$ cat src/sv/min_priority_queue_defines.svh
// Assertion macros shared by the priority queue RTL.
// Depends on a clk_i clock and an rst_ni active-low reset in the using module.
`ifndef MIN_PRIORITY_QUEUE_DEFINES_SVH
`define MIN_PRIORITY_QUEUE_DEFINES_SVH

// A property that must hold at every clock edge outside reset.
`define MPQ_ASSERT(lbl, prop, msg) \
  lbl: assert property (@(posedge clk_i) disable iff (!rst_ni) (prop)) else $error(msg);

// A condition that must be followed by a consequence in the next cycle.
`define MPQ_ASSERT_NEXT(lbl, cond, cons, msg) \
  lbl: assert property (@(posedge clk_i) disable iff (!rst_ni) (cond) |=> (cons)) \
    else $error(msg);

`endif

$ cat src/sv/mpq_pkg.sv
// Types, codes and sizes shared by the priority queue modules.
// No dependencies.
`timescale 1ns / 1ps

package mpq_pkg;

  localparam int unsigned QUEUE_DEPTH = 16;
  localparam int unsigned CNT_W       = $clog2(QUEUE_DEPTH + 1);

  localparam logic OP_INSERT = 1'b0;
  localparam logic OP_REMOVE = 1'b1;

  localparam logic [1:0] OUT_INSERTED = 2'd0;
  localparam logic [1:0] OUT_REMOVED  = 2'd1;
  localparam logic [1:0] OUT_EMPTY    = 2'd2;
  localparam logic [1:0] OUT_FULL     = 2'd3;

  typedef struct packed {
    logic        op;
    logic [15:0] item_id;
    logic [15:0] item_key;
  } in_t;

  typedef struct packed {
    logic [1:0]  outcome;
    logic [15:0] out_id;
    logic [15:0] out_key;
    logic [4:0]  occupancy;
  } out_t;

  typedef struct packed {
    logic [15:0] key;
    logic [15:0] id;
  } entry_t;

  // What a cell hands to its right-hand neighbour each cycle.
  typedef struct packed {
    entry_t entry;
    logic   keep;
  } link_t;

  typedef struct packed {
    logic insert;
    logic remove;
    logic occupied;
  } cell_ctrl_t;

endpackage

$ cat src/sv/min_priority_queue.sv
// Stable minimum priority queue built as a chain of compare-and-shift cells.
// An accepted input beat's result is in the output register in the next cycle.
// Throughput: one item a cycle unless the output stalls; every cell compares and shifts.
// Reset clears the entry count and the output valid; slot contents are not cleared.
// Depends on mpq_pkg, mpq_cell and min_priority_queue_defines.svh.
`timescale 1ns / 1ps
`include "min_priority_queue_defines.svh"

module min_priority_queue (
  input  logic          clk_i,
  input  logic          rst_ni,
  input  logic          in_valid_i,
  output logic          in_stall_o,
  input  mpq_pkg::in_t  in_data_i,
  output logic          out_valid_o,
  input  logic          out_stall_i,
  output mpq_pkg::out_t out_data_o
);

  localparam int unsigned Depth = mpq_pkg::QUEUE_DEPTH;
  localparam int unsigned CntW  = mpq_pkg::CNT_W;

  logic [CntW-1:0] count_q, count_d;
  logic            out_valid_q, out_valid_d;
  mpq_pkg::out_t   out_q, out_d;

  logic accept, full, empty, do_ins, do_rem;
  logic [31:0] occ_wide;

  mpq_pkg::entry_t new_entry;
  mpq_pkg::link_t  links [Depth+1];

  assign in_stall_o = out_valid_q & out_stall_i;
  assign accept     = in_valid_i & ~in_stall_o;
  assign full       = (count_q == CntW'(Depth));
  assign empty      = (count_q == '0);
  assign do_ins     = accept && (in_data_i.op == mpq_pkg::OP_INSERT) && !full;
  assign do_rem     = accept && (in_data_i.op == mpq_pkg::OP_REMOVE) && !empty;

  assign new_entry.key = in_data_i.item_key;
  assign new_entry.id  = in_data_i.item_id;

  // The head of the chain always lets a new entry in ahead of the first slot.
  assign links[0].entry = '0;
  assign links[0].keep  = 1'b1;

  for (genvar i = 0; i < Depth; i++) begin : g_cell
    mpq_pkg::cell_ctrl_t ctrl;
    mpq_pkg::entry_t     next_entry;

    assign ctrl.insert   = do_ins;
    assign ctrl.remove   = do_rem;
    assign ctrl.occupied = (CntW'(i) < count_q);

    if (i == Depth - 1) begin : g_last
      assign next_entry = '0;
    end else begin : g_mid
      assign next_entry = links[i+2].entry;
    end

    mpq_cell u_cell (
      .clk_i        (clk_i),
      .ctrl_i       (ctrl),
      .new_entry_i  (new_entry),
      .prev_i       (links[i]),
      .next_entry_i (next_entry),
      .link_o       (links[i+1])
    );
  end

  always_comb begin
    count_d = count_q;
    if (do_ins) begin
      count_d = count_q + CntW'(1);
    end else if (do_rem) begin
      count_d = count_q - CntW'(1);
    end
  end

  assign occ_wide = 32'(count_d);

  always_comb begin
    out_d           = out_q;
    out_valid_d     = out_valid_q & out_stall_i;
    if (accept) begin
      out_valid_d       = 1'b1;
      out_d.out_id      = '0;
      out_d.out_key     = '0;
      out_d.occupancy   = occ_wide[4:0];
      if (in_data_i.op == mpq_pkg::OP_INSERT) begin
        out_d.outcome = full ? mpq_pkg::OUT_FULL : mpq_pkg::OUT_INSERTED;
      end else if (empty) begin
        out_d.outcome = mpq_pkg::OUT_EMPTY;
      end else begin
        out_d.outcome = mpq_pkg::OUT_REMOVED;
        out_d.out_id  = links[1].entry.id;
        out_d.out_key = links[1].entry.key;
      end
    end
  end

  always_ff @(posedge clk_i or negedge rst_ni) begin
    if (!rst_ni) begin
      count_q     <= '0;
      out_valid_q <= 1'b0;
    end else begin
      count_q     <= count_d;
      out_valid_q <= out_valid_d;
    end
  end

  always_ff @(posedge clk_i) begin
    out_q <= out_d;
  end

  assign out_valid_o = out_valid_q;
  assign out_data_o  = out_q;

  `MPQ_ASSERT(a_count_bound, count_q <= CntW'(Depth), "entry count exceeds capacity")
  `MPQ_ASSERT_NEXT(a_ins_count, do_ins, count_q == $past(count_q) + CntW'(1),
                   "insert did not grow the count")
  `MPQ_ASSERT_NEXT(a_rem_count, do_rem, count_q == $past(count_q) - CntW'(1),
                   "remove did not shrink the count")
  `MPQ_ASSERT_NEXT(a_full_reject, accept && (in_data_i.op == mpq_pkg::OP_INSERT) && full,
                   out_valid_q && (out_q.outcome == mpq_pkg::OUT_FULL) &&
                   (count_q == $past(count_q)), "full insert was not rejected")
  `MPQ_ASSERT_NEXT(a_beat_held, out_valid_q && out_stall_i,
                   out_valid_q && (out_q == $past(out_q)), "stalled result beat changed")

endmodule

$ cat src/sv/mpq_cell.sv
// One slot of the sorted chain: holds an entry and shifts it on insert or remove.
// Depends on mpq_pkg.
`timescale 1ns / 1ps

module mpq_cell (
  input  logic               clk_i,
  input  mpq_pkg::cell_ctrl_t ctrl_i,
  input  mpq_pkg::entry_t    new_entry_i,
  input  mpq_pkg::link_t     prev_i,
  input  mpq_pkg::entry_t    next_entry_i,
  output mpq_pkg::link_t     link_o
);

  mpq_pkg::entry_t entry_q;
  mpq_pkg::entry_t entry_d;
  logic            keep;

  // An entry with a key no greater than the new one stays put, so ties keep arrival order.
  assign keep = ctrl_i.occupied && (entry_q.key <= new_entry_i.key);

  always_comb begin
    entry_d = entry_q;
    if (ctrl_i.insert) begin
      if (keep) begin
        entry_d = entry_q;
      end else if (prev_i.keep) begin
        entry_d = new_entry_i;
      end else begin
        entry_d = prev_i.entry;
      end
    end else if (ctrl_i.remove) begin
      entry_d = next_entry_i;
    end
  end

  // The payload needs no reset; the fill count says which slots hold data.
  always_ff @(posedge clk_i) begin
    entry_q <= entry_d;
  end

  assign link_o.entry = entry_q;
  assign link_o.keep  = keep;

endmodule

$ cat config.mk
export PLATFORM = sky130hd
export DESIGN_NAME = min_priority_queue
export DESIGN_NICKNAME = d
export VERILOG_FILES = /design/src/sv/mpq_pkg.sv /design/src/sv/min_priority_queue.sv /design/src/sv/mpq_cell.sv
export VERILOG_INCLUDE_DIRS = /design/src /design/src/sv
export SDC_FILE = /design/constraint.sdc
export NUM_CORES = 2
export LEC_CHECK = 0
export BUFFER_PORTS_ARGS = -buffer_cell sky130_fd_sc_hd__buf_2
export CAP_MARGIN = 20
export CELL_PAD_IN_SITES_DETAIL_PLACEMENT = 0
export CELL_PAD_IN_SITES_GLOBAL_PLACEMENT = 1
export CORE_AREA = 2 2 308 432
export DETAILED_ROUTE_END_ITERATION = 7
export DIE_AREA = 0 0 310 434
export PLACE_DENSITY = 0.5
export SKIP_LAST_GASP = 1
export SYNTH_ARGS = -nofsm -noshare
export SYNTH_HDL_FRONTEND = slang
export SYNTH_SLANG_ARGS = --single-unit
export TNS_END_PERCENT = 5
$ cat constraint.sdc
create_clock -name clk_i -period 6.7 [get_ports clk_i]
set_input_delay 0.335 -clock clk_i [delete_from_list [all_inputs] [get_ports clk_i]]
set_output_delay 0.335 -clock clk_i [all_outputs]
set_load 0.05 [all_outputs]
---- After elaboration in Yosys (flattened, before gate mapping) ----
Index checks and enable logic that the tools add are counted.
operators by class
  $add $sub $neg .......................... 2
  equality and inequality tests ........... 17
  multiplexer cells ....................... 69
  bitwise gates (word level) .............. 4
  order comparisons ....................... 32
  reductions and logical operators ........ 41
operator list
  cell                                                                  number
  32-bit two-way mux                                                    63
  16-bit <= comparator                                                  16
  4-bit by 5-bit < comparator with 1-bit output (first input constant)  8
  2-bit inequality test (second input constant)                         16
  2-bit AND reduction                                                   16
  1-bit logical AND                                                     20
  3-bit by 5-bit < comparator with 1-bit output (first input constant)  4
  1-bit by 5-bit < comparator with 1-bit output (first input constant)  2
  2-bit by 5-bit < comparator with 1-bit output (first input constant)  2
  5-bit two-way mux                                                     2
  2-bit two-way mux                                                     3
  5-bit by 1-bit adder with 5-bit output (second input constant)        1
  5-bit equality test (second input constant)                           1
  5-bit zero test                                                       1
  5-bit by 1-bit subtractor with 5-bit output (second input constant)   1
  1-bit AND                                                             2
  1-bit zero test                                                       2
  1-bit inverter                                                        2
  2-bit nonzero test                                                    1
  2-bit OR reduction                                                    1
  1-bit two-way mux                                                     1
word-level totals
  register bits after elaboration ......... 557
  input bits .............................. 37

---- Depth between registers and ports, before layout ----
  depth in word-level cells ............... 7
  depth in mapped cells ................... 11
  depth with buffers taken out ............ 9

---- Hierarchy ----
Synthesis repeated with hierarchy kept, for this count alone.
second synthesis, totals
  cells, all modules ...................... 3,345
  area total of the unflattened synthesis .. 35,481.5 µm²
by module, submodules not included
  module                           times used  area an instance (µm²)  cells an instance
  mpq_cell (g_cell[0].u_cell ...)  15          2,092.0                 199
  mpq_cell (g_cell[9].u_cell)      1           2,095.8                 199
  min_priority_queue               1           2,005.7                 161

---- Least setup slack after synthesis ----
Ideal clock, no wire load.
  path kind ............................... register -> register
  from .................................... reg out_valid_q (netlist: out_valid_o)
  to ...................................... reg g_cell[1].u_cell.entry_q (netlist bit g_cell[1].u_cell.link_o[10]), enable pin
  setup time .............................. 0.466 ns
  data arrival time ....................... 4.922 ns
  cell stages (with the launch flop) ...... 7
  slack ................................... 1.312 ns
  path buffers ............................ 2
  data required time ...................... 6.234 ns
  cells stage by stage .................... dfrtp_1 > nand2_1 > and2_0 > clkbuf_1 > nand2_1 > clkbuf_1 > o21ai_0
on the way
  word-level cells in the longest chain between the ends .. 7
  elaborated cells between the ends (all ways) .. 10
  classes of those cells .................. 1 x eq/ne; 3 x bitwise; 6 x reduce/logical
ends and longest elaborated chain
  item                                                                          line                                                RTL
  from (decl)                                                                   min_priority_queue.sv:24                            logic out_valid_q, out_valid_d;
  from (signal assigned)                                                        min_priority_queue.sv:108                           out_valid_q <= out_valid_d;
  1-bit AND (*)                                                                 min_priority_queue.sv:33                            assign in_stall_o = out_valid_q & out_stall_i;
  1-bit inverter (*)                                                            min_priority_queue.sv:34                            assign accept = in_valid_i & ~in_stall_o;
  1-bit AND (*)                                                                 min_priority_queue.sv:34
  via accept                                                                    min_priority_queue.sv:27                            logic accept, full, empty, do_ins, do_rem;
  1-bit logical AND, on equally long branches (2 in series)                     min_priority_queue.sv:37, min_priority_queue.sv:38
  2-bit inequality test (no source line) or 2-bit nonzero test (tied branches)  -
  2-bit AND reduction (no source line) (*)                                      -
  to (signal assigned)                                                          mpq_cell.sv:38                                      entry_q <= entry_d;
  to (decl)                                                                     mpq_cell.sv:14                                      mpq_pkg::entry_t entry_q;
Mark *: on every way through the listed nets, which the timed path passes. The rest lies on a longest branch.
A chain may end at the register's enable or synchronous reset.

---- Final worst setup path ----
  from .................................... reg count_q[1]
  to ...................................... reg g_cell[8].u_cell.entry_q (netlist bit g_cell[8].u_cell.link_o[2]), enable pin
on the way
  word-level cells in the longest chain between the ends .. 5
  elaborated cells between the ends (all ways) .. 11
  classes of those cells .................. 1 x order compare; 2 x eq/ne; 8 x reduce/logical
ends and longest elaborated chain
  item                                                                                                   line                       RTL
  from (decl)                                                                                            min_priority_queue.sv:23   logic [CntW-1:0] count_q, count_d;
  from (signal assigned)                                                                                 min_priority_queue.sv:107  count_q <= count_d;
  parallel branches: the longest is 4 deep, another holds 4-bit by 5-bit < comparator with 1-bit output  -
  2-bit AND reduction (no source line) (*)                                                               -
  to (signal assigned)                                                                                   mpq_cell.sv:38
  to (decl)                                                                                              mpq_cell.sv:14
Every way passes the cells marked *.

==> results.toml <==
[status]
outcome = "finished clean"

[min_path]
hp-class = "input port to flip-flop"
hp-start = "in_data_i[31]"
worstHoldEndpoint = "g_cell[0].u_cell.link_o[16]$_DFFE_PP_"
holdPathStages = 3

[clocking]
insertion_delay_ns = 0.66
cts_tree = "done"
clock-root-buffer = "clkbuf_16"
htree_levels = 3
ctsResizeCount = 0
cts_buffer_depth = 3
clk_pin_slew_worst_paths_ns = 0.06
cts_buffers = 69
cts_sinks = 557

[worst_setup_path]
crit_fanout = 59
critPathBufInv = 3
worstPathRequired_ns = 6.99
max_stage_delay_ns = 0.75
cp-end-kind = "flip-flop"
cp.arrival_ns = 4.44
cpLargestDelayFamily = "buffers and inverters"
cp-start-kind = "flip-flop"
crit_type = "flip-flop to flip-flop"
rr_startpoint = "count_q[1]$_DFF_PN0_"
path_cells = "inv_1, ha_1, a31oi_1, and2_4, buf_4, nand2_1, nand2_1, buf_4"
rr_worst_depth = 8
r2r_end = "g_cell[8].u_cell.link_o[2]$_DFFE_PP_"
r2r_slack_ns = 2.55
slowest_stage = "and2_4"

[floorplanning]
core_area_um2 = 130000
start_util = 0.249
rows = 157
die_x_um = 310
die_area_um2 = 135000
fp.dieH_um = 434
io_pins = 78

[global_route]
grt_max_degree = 167
grt_usage = 0.174
grt_pass1_vias = 25868
antenna_found_initial = 8
grt_overflow = 0
grt_pass1_wl_um = 175000

[synth]
avgSynthCellArea_um2 = 11.0
yosysUniqueCellTypes = 59
synth_edf_count = 551
synth_nets = 3258
ys.flop_type = "edfxtp_1"
ys_seq_elements = 557
ys_seq_area_frac = 0.513
async_flop_share = 0.0108
yosysWarnings = 0
syn_area_um2 = 32500
synth_cells = 2962

[timing]
hold_viol = 0
max_freq_ghz = 0.241
timing.final.ws_setup_ns = 2.55
setup_viol_count_final = 0
tightest_slew_ns = 1.14
setup-tns-final_ns = 0
rsz0062_at_grt = "no"
finalCriticalPeriod_ns = 4.15
whs_ns = 0.235
relSlewSlack = 0.242
slew_viol_final = 0
finClkSkew_ns = 0.0228
period_share = 0.619

[final_layout]
nets = 3257
area_growth_pct = 14.4
instances_no_fill = 4759
num_antenna_cells = 0
final_area_um2 = 37200
layout-drive-gt1-share = 0.0983

[routing]
top_layer_used = "met5"
vias = 24400
wirelength_um = 118000
drc = 0
routed_via_density = 5.13
postRouteAntennaNets = 0
dr.pass1.iters = 7
initialDrtViolationCount = 1629
wl_met3_um = 4390
wirelength_met1_um = 48900
drt-wirelength-per-cell_um = 24.9
dr_wl_met2_um = 62200

[power]
pwr-share-seq = 0.416
p_sw_frac = 0.350
vdd_drop_max_mv = 0.157
switching_power_uw = 4430
power_leakage_uw = 0.0137
clkPwrFrac = 0.305
p_comb_frac = 0.279
intPower_uw = 8220
power_density_nw_per_um2 = 340

[place]
place_hpwl_um = 81100
place_inst = 4632
gp_congestion = 0.806
portBuffers = 77
dp_slack_ns = 2.13
placed_area_um2 = 34900

[job]
drv.max_cap_violation_count = 0
[cell usage in the layout (no fill, tap or decap), types with 19 or more instances in the layout]
master and count:
a21o_1 23, nand2_1 271, ha_1 259, inv_1 46, edfxtp_1 551, and2_1 33
nor2_1 223, o21ai_1 83, clkbuf_16 70, o22ai_1 65, mux2i_1 96, nand4_1 47
or3_1 19, a211oi_1 26, buf_2 77, buf_4 64, o21ai_0 67, a21oi_1 308
nor2b_1 20, nand2b_1 192, nor3_1 27, nand3_1 44, o221a_1 195, a31oi_1 19
[power groups by stage]
stage	clock network, uW	registers (uW)	logic, uW
floorplan	0	5130	2400
detailed placement	0	5340	3530
finish	3860	5260	3530
global placement	0	5360	3500
CTS	3970	5280	3550
global route	4070	5330	3900
[metrics by stage]
step	utilization	total power, uW
floorplan	-	7540
global placement	0.267	8860
detailed placement	0.267	8870
CTS	0.285	12800
global route	0.285	13300
finish	0.285	12600
[sequential cells by signal, summed over array words and instances, names as in the netlist]
name                  cells
g_cell.u_cell.link_o    512
out_data_o               39
out_valid_o               1
count_q                   5
[per-layer routing]
| metal | GRT usage | vias up |
|---|---|---|
| li1 | - | 11350 |
| met1 | 0.209 | 12394 |
| met2 | 0.320 | 482 |
| met3 | 0.0219 | 158 |
| met4 | 0.0520 | 16 |
| met5 | 0 | - |
[cell type report]
type	count	area, um^2
inverters	46	173
fillers	13701	93200
well taps	1749	2190
flip-flops and latches	557	16700
clock inverters	37	417
repair buffers	150	1010
multi-input cells	2137	14900
clock buffers	83	1810
[repair_timing]
action	4_1_cts	5_1_grt
setup endpoints to repair	0	0
setup buffers	0	0
endpoints found under the hold margin	8	0
hold buffers	5	0
[worst max path at each step]
stage / startpoint / end / slack, ns / cells past startpoint
2_1_floorplan: out_valid_o$_DFF_PN0_ / g_cell[1].u_cell.link_o[10]$_DFFE_PP_ / 1.31 / 6
3_3_place_gp: in_data_i[9] / g_cell[7].u_cell.link_o[25]$_DFFE_PP_ / 2.19 / 9
3_5_place_dp: in_data_i[10] / g_cell[7].u_cell.link_o[25]$_DFFE_PP_ / 2.13 / 9
4_1_cts: count_q[1]$_DFF_PN0_ / g_cell[8].u_cell.link_o[9]$_DFFE_PP_ / 2.41 / 8
5_1_grt: count_q[1]$_DFF_PN0_ / g_cell[2].u_cell.link_o[7]$_DFFE_PP_ / 2.21 / 8
6_report: count_q[1]$_DFF_PN0_ / g_cell[8].u_cell.link_o[2]$_DFFE_PP_ / 2.55 / 8
[tightest hold or removal path, cell delays in order]
cell and delay (ns):
buf_2 0.23, nand2_1 0.10, nand2_1 0.05
[synth_stat cells (all sizes together) (2+ instances only)]
library cell  count  share of area
edfxtp          551           0.51
a21oi           310          0.048
nand2           273          0.031
ha              259           0.10
nor2            224          0.026
o221a           210          0.073
nand2b          192          0.037
clkbuf          172          0.020
o21ai           158          0.024
mux2i            96          0.030
o22ai            66          0.013
buf              50         0.0085
nand4            47         0.0090
inv              46         0.0053
nand3            45         0.0069
and2             35         0.0067
nor3             27         0.0042
a211oi           26         0.0060
a21o             25         0.0058
a31oi            24         0.0046
nor2b            20         0.0038
or3              20         0.0038
o211ai           13         0.0032
o21a             10         0.0023
and3              6         0.0012
dfrtp             6         0.0046
or4               6         0.0016
and4              5         0.0013
a22oi             4        0.00092
a311o             4         0.0012
nor4              4        0.00077
o2111ai           4         0.0011
a221o             3        0.00092
or2               3        0.00058
a2111oi           2         0.0011
a21boi            2        0.00046
a221oi            2        0.00054
nand4b            2        0.00054
xnor2             2        0.00054
[cell families after synthesis]
kind of cell	synth area share
AO/OA/AOI/OAI	0.188
XOR/XNOR	0.000808
adder cells (fa/ha/maj)	0.0996
buffers and inverters	0.0336
flip-flops	0.513
multiplexers	0.0299
AND/OR/NAND/NOR	0.135
Note: power is estimated with default switching activity, not from simulation.
